$ cat config.mk
export PLATFORM = sky130hd
export DESIGN_NAME = smvb_mul
export DESIGN_NICKNAME = d
export VERILOG_FILES = /design/src/rtl/smvb_pkg.sv /design/src/rtl/smvb_mul.sv
export SDC_FILE = /design/constraint.sdc
export NUM_CORES = 2
export LEC_CHECK = 0
export BUFFER_PORTS_ARGS = -buffer_cell sky130_fd_sc_hd__buf_2
export CAP_MARGIN = 20
export CORE_ASPECT_RATIO = 2
export CORE_MARGIN = 4
export CORE_UTILIZATION = 55
export DETAILED_ROUTE_END_ITERATION = 8
export GPL_TIMING_DRIVEN = 0
export PLACE_DENSITY_LB_ADDON = 0.2
export SYNTH_ARGS = -nofsm -noshare
export SYNTH_HDL_FRONTEND = slang
export SYNTH_SLANG_ARGS = --single-unit
$ cat constraint.sdc
create_clock -name clk -period 17.45 [get_ports clk]
set_clock_uncertainty 0.2 [all_clocks]
set_input_delay 2.6175 -clock clk [delete_from_list [all_inputs] [get_ports clk]]
set_output_delay 2.6175 -clock clk [all_outputs]
set_load 0.03 [all_outputs]
$ cat src/rtl/smvb_pkg.sv
// Package: shared types and constants for the skinned vertex bounds unit.
package smvb_pkg;
  localparam logic [2:0] KIND_MATRIX = 3'd0;
  localparam logic [2:0] KIND_WEIGHT = 3'd1;
  localparam logic [2:0] KIND_DELTA  = 3'd2;
  localparam logic [2:0] KIND_VERTEX = 3'd3;
  localparam logic [2:0] KIND_REPORT = 3'd4;

  localparam logic CFG_SKIN_ENABLE = 1'b0;
  localparam logic CFG_JOINT_COUNT = 1'b1;

  localparam logic signed [31:0] S32_MAX = 32'sh7fffffff;
  localparam logic signed [31:0] S32_MIN = 32'sh80000000;

  typedef enum logic [3:0] {
    ST_IDLE,
    ST_DELTA,
    ST_VTX,
    ST_INFL,
    ST_RD,
    ST_MUL,
    ST_ROWEND,
    ST_WGT,
    ST_FINAL,
    ST_BOX
  } state_t;

  // Operand select for the shared multiplier.
  typedef struct packed {
    logic signed [31:0] a;
    logic signed [31:0] b;
  } mul_op_t;

  function automatic logic signed [31:0] sat32(input logic signed [63:0] v);
    logic signed [31:0] r;
    if (v > 64'(S32_MAX)) r = S32_MAX;
    else if (v < 64'(S32_MIN)) r = S32_MIN;
    else r = v[31:0];
    return r;
  endfunction
endpackage

$ cat src/rtl/smvb_mul.sv
// Shared registered 32x32 signed multiplier.
module smvb_mul (
  input  logic                clk,
  input  smvb_pkg::mul_op_t   op,
  output logic signed [63:0]  prod_r
);
  always_ff @(posedge clk) begin
    prod_r <= op.a * op.b;
  end
endmodule

After elaboration in Yosys (flattened, before gate mapping)
Index checks and enable logic that the tools add are counted.
{"block": "word_totals", "word_cells": 2, "reg_bits": 64}
{"block": "op_classes", "mul": 1}
{"operator": "multiplier 32 x 32 -> 64 bit", "count": 1}

Longest topological paths before layout
{"block": "depth", "ltp_word": 1, "ltp_mapped": 28}

Worst setup path after synthesis
Ideal clock, no wire load.
{"block": "synth_timing", "path_kind": "input to register", "startpoint": "input port op[2] (netlist name)", "endpoint": "register prod_r[62]", "setup_time_ns": 0.072, "slack_ns": 7.372, "t_required_ns": 17.178, "cell_stages": 24, "arrival_ns": 9.807, "path_buffers": 1, "path_cell_list": "clkbuf_1 > nand2_1 > inv_1 > fa_1 > fa_1 > fa_1 > fa_1 > inv_1 > fa_1 > inv_1 > fa_1 > inv_1 > fa_1 > inv_1 > fa_1 > ha_1 > and3_1 > nand2_1 > or3_1 > o22a_1 > o211ai_1 > a31oi_1 > o31ai_1 > xor2_1"}
{"block": "synth_via", "elab_chain_len": 1}
{"item": "from (decl)", "line_no": "smvb_mul.sv:4", "text": "input smvb_pkg::mul_op_t op,"}
{"item": "multiplier 32 x 32 -> 64 bit", "line_no": "smvb_mul.sv:8", "text": "prod_r <= op.a * op.b;"}
{"item": "to (signal assigned)", "line_no": "smvb_mul.sv:8"}
{"item": "to (decl)", "line_no": "smvb_mul.sv:5", "text": "output logic signed [63:0] prod_r"}
Every way passes these cells.

Worst setup path after layout
{"block": "layout_timing", "startpoint": "input port op[63] (netlist name)", "endpoint": "register prod_r[62]"}
Same word-level chain as after synthesis.

==> flow_summary.toml <==
[outcome]
outcome = "finished clean"

[global_route]
track_usage = 0.435
antenna_found_initial = 14
grt_pass1_wl_um = 216000
grt_max_degree = 23
grt_overflow = 0
grt_pass1_vias = 32647

[hold_path]
min_from = "op[0]"
hp-class = "input port to register"

[clock_tree]
clockRootBuffer = "clkbuf_16"
cts_buffers = 9
clock_sink_count = 64
h-tree-depth = 3
cts_resized = 0
clock_path_buffers = 2
cts_hold_buffers = 0
cts_setup_buffers = 0
path_clk_slew_ns = 0.08
cts_tree = "yes"

[placed_design]
post-place-ws_ns = 4.28
io_buffers = 128
hpwl_um = 131000
dp.cells = 4897
gp_congestion = 1.09

[sta]
post-route-period-util = 0.727
max_freq_mhz = 78.9
worst_slew_pin_slew_ns = 1.44
timing.slew.headroom = 0.0410
hold_viol_final = 0
finalMaxSlewViolations = 0
final.setup.tns_ns = 0
rsz0062_at_grt = "false"
setup_violations = 0
fin_crit_ns = 12.68
timing.final.ws_setup_ns = 4.77

[finish]
mostFrequentLayoutCells = "fa_1 (1,081), inv_1 (952), and2_1 (516)"
largest_reg_flops = 64
stdcell_count = 4925
final_common_cell = "fa_1"
num-nets-final = 5358
area_growth_syn_to_layout_pct = 5.65
drive_gt1_frac = 0.0434
largestRegisters = "prod_r: 64 flops"
regMostFlops = "prod_r"

[setup_path]
cp_num_buf_inv = 9
crit_path_frequent_cell = "fa_1"
crit_family = "adder cells"
slowest_delay_ns = 1.05
crit_type = "input port to register"
cp-end-kind = "register"
path_max_fanout = 10
start_kind = "input port"
cp.required_ns = 17.61
crit_arrival_ns = 12.84
crit_start = "op[63]"
critical_path.slowest_cell = "fa_1"

[routing]
vias = 28444
totalWireLength_um = 149000
ant_nets = 0
drtIter0Drc = 2030
drt-pass1-iter-count = 6
routed_via_density = 5.78
wire_per_inst_um = 30.3
drc = 0

[logic_synthesis]
synthArstFlopShare = 0
yosysWarnings = 0
post-synth-top-area-fraction = 0.582
ys_seq_area_frac = 0.0344
avgSynthCellArea_um2 = 9.59
syn-cell-area_um2 = 37200
syn_nets = 5215
ys_ff_latch = 64
syn_inst = 3884
synth_area_leaders = "fa_1 (58%), inv_1 (9.6%), and2_1 (8.7%)"
synth-edff-count = 0
synth_area_leader_cell = "fa_1"
ys_types = 63
yosys_most_used_dff = "dfxtp_1"

[floorplanning]
die_h_um = 376
fp.dieW_um = 192
core.rowCount = 134
core_area_um2 = 66900
ios = 129
initial_core_util = 0.557
fp.dieArea_um2 = 72200

[run]
cap_violations = 0
layer usage:
metal  global-route usage  routed length (um)  part of all wire
met1                0.392               39500              0.26
met2                0.719               73800              0.49
met3               0.0908                9990             0.067
met4                0.540               26000              0.17
met5                    0                  33           0.00022
kinds of logic after synthesis:
kind of cell / Yosys count / synth area share
buf+inv: 1152 / 0.116
compound gates: 193 / 0.0346
xor+xnor: 75 / 0.0176
simple gates: 1134 / 0.154
flops: 64 / 0.0344
fa+ha+maj: 1266 / 0.643
through the flow:
step | util | hold slack [ns] | cell area, um2
6_report | 0.588 | 2.43 | 39300
5_1_grt | 0.588 | 2.44 | 39300
4_1_cts | 0.587 | 2.39 | 39300
3_5_place_dp | 0.583 | 2.85 | 39000
3_3_place_gp | 0.583 | 2.85 | 39000
2_1_floorplan | - | 2.54 | 37200
cells in the mapped netlist, types with 4 or more instances:
cell	n
xnor2_1	53
nor3_1	6
a21oi_1	68
dfxtp_1	64
ha_1	184
xor2_1	22
o31ai_1	6
a21o_1	23
a31oi_1	12
or3_1	4
nor2_1	42
nand4_1	7
and2_1	516
inv_1	952
a211oi_1	4
o21bai_1	15
clkbuf_1	195
o21ai_0	28
nand3_1	15
o21a_1	4
and3_1	7
fa_1	1082
nand2_1	511
nand2b_1	9
cell type report:
class | count | area (um2)
repair buffers | 132 | 693
clock buffers | 9 | 225
clock inverters | 7 | 55.1
well taps | 884 | 1110
fillers | 6169 | 27600
diodes | 9 | 22.5
plain buffers | 200 | 754
inverters | 952 | 3570
flip-flops and latches | 64 | 1280
multi-input cells | 2668 | 31600
worst paths after layout:
kind                  cells past startpoint  slack (ns)         end
worst max-delay path                     26        4.77  prod_r[62]
worst min-delay path                      2        2.43   prod_r[0]
Power is left out: the tool's default activity adds up to more than one toggle a clock period on the data nets, which glitch-free logic cannot reach.
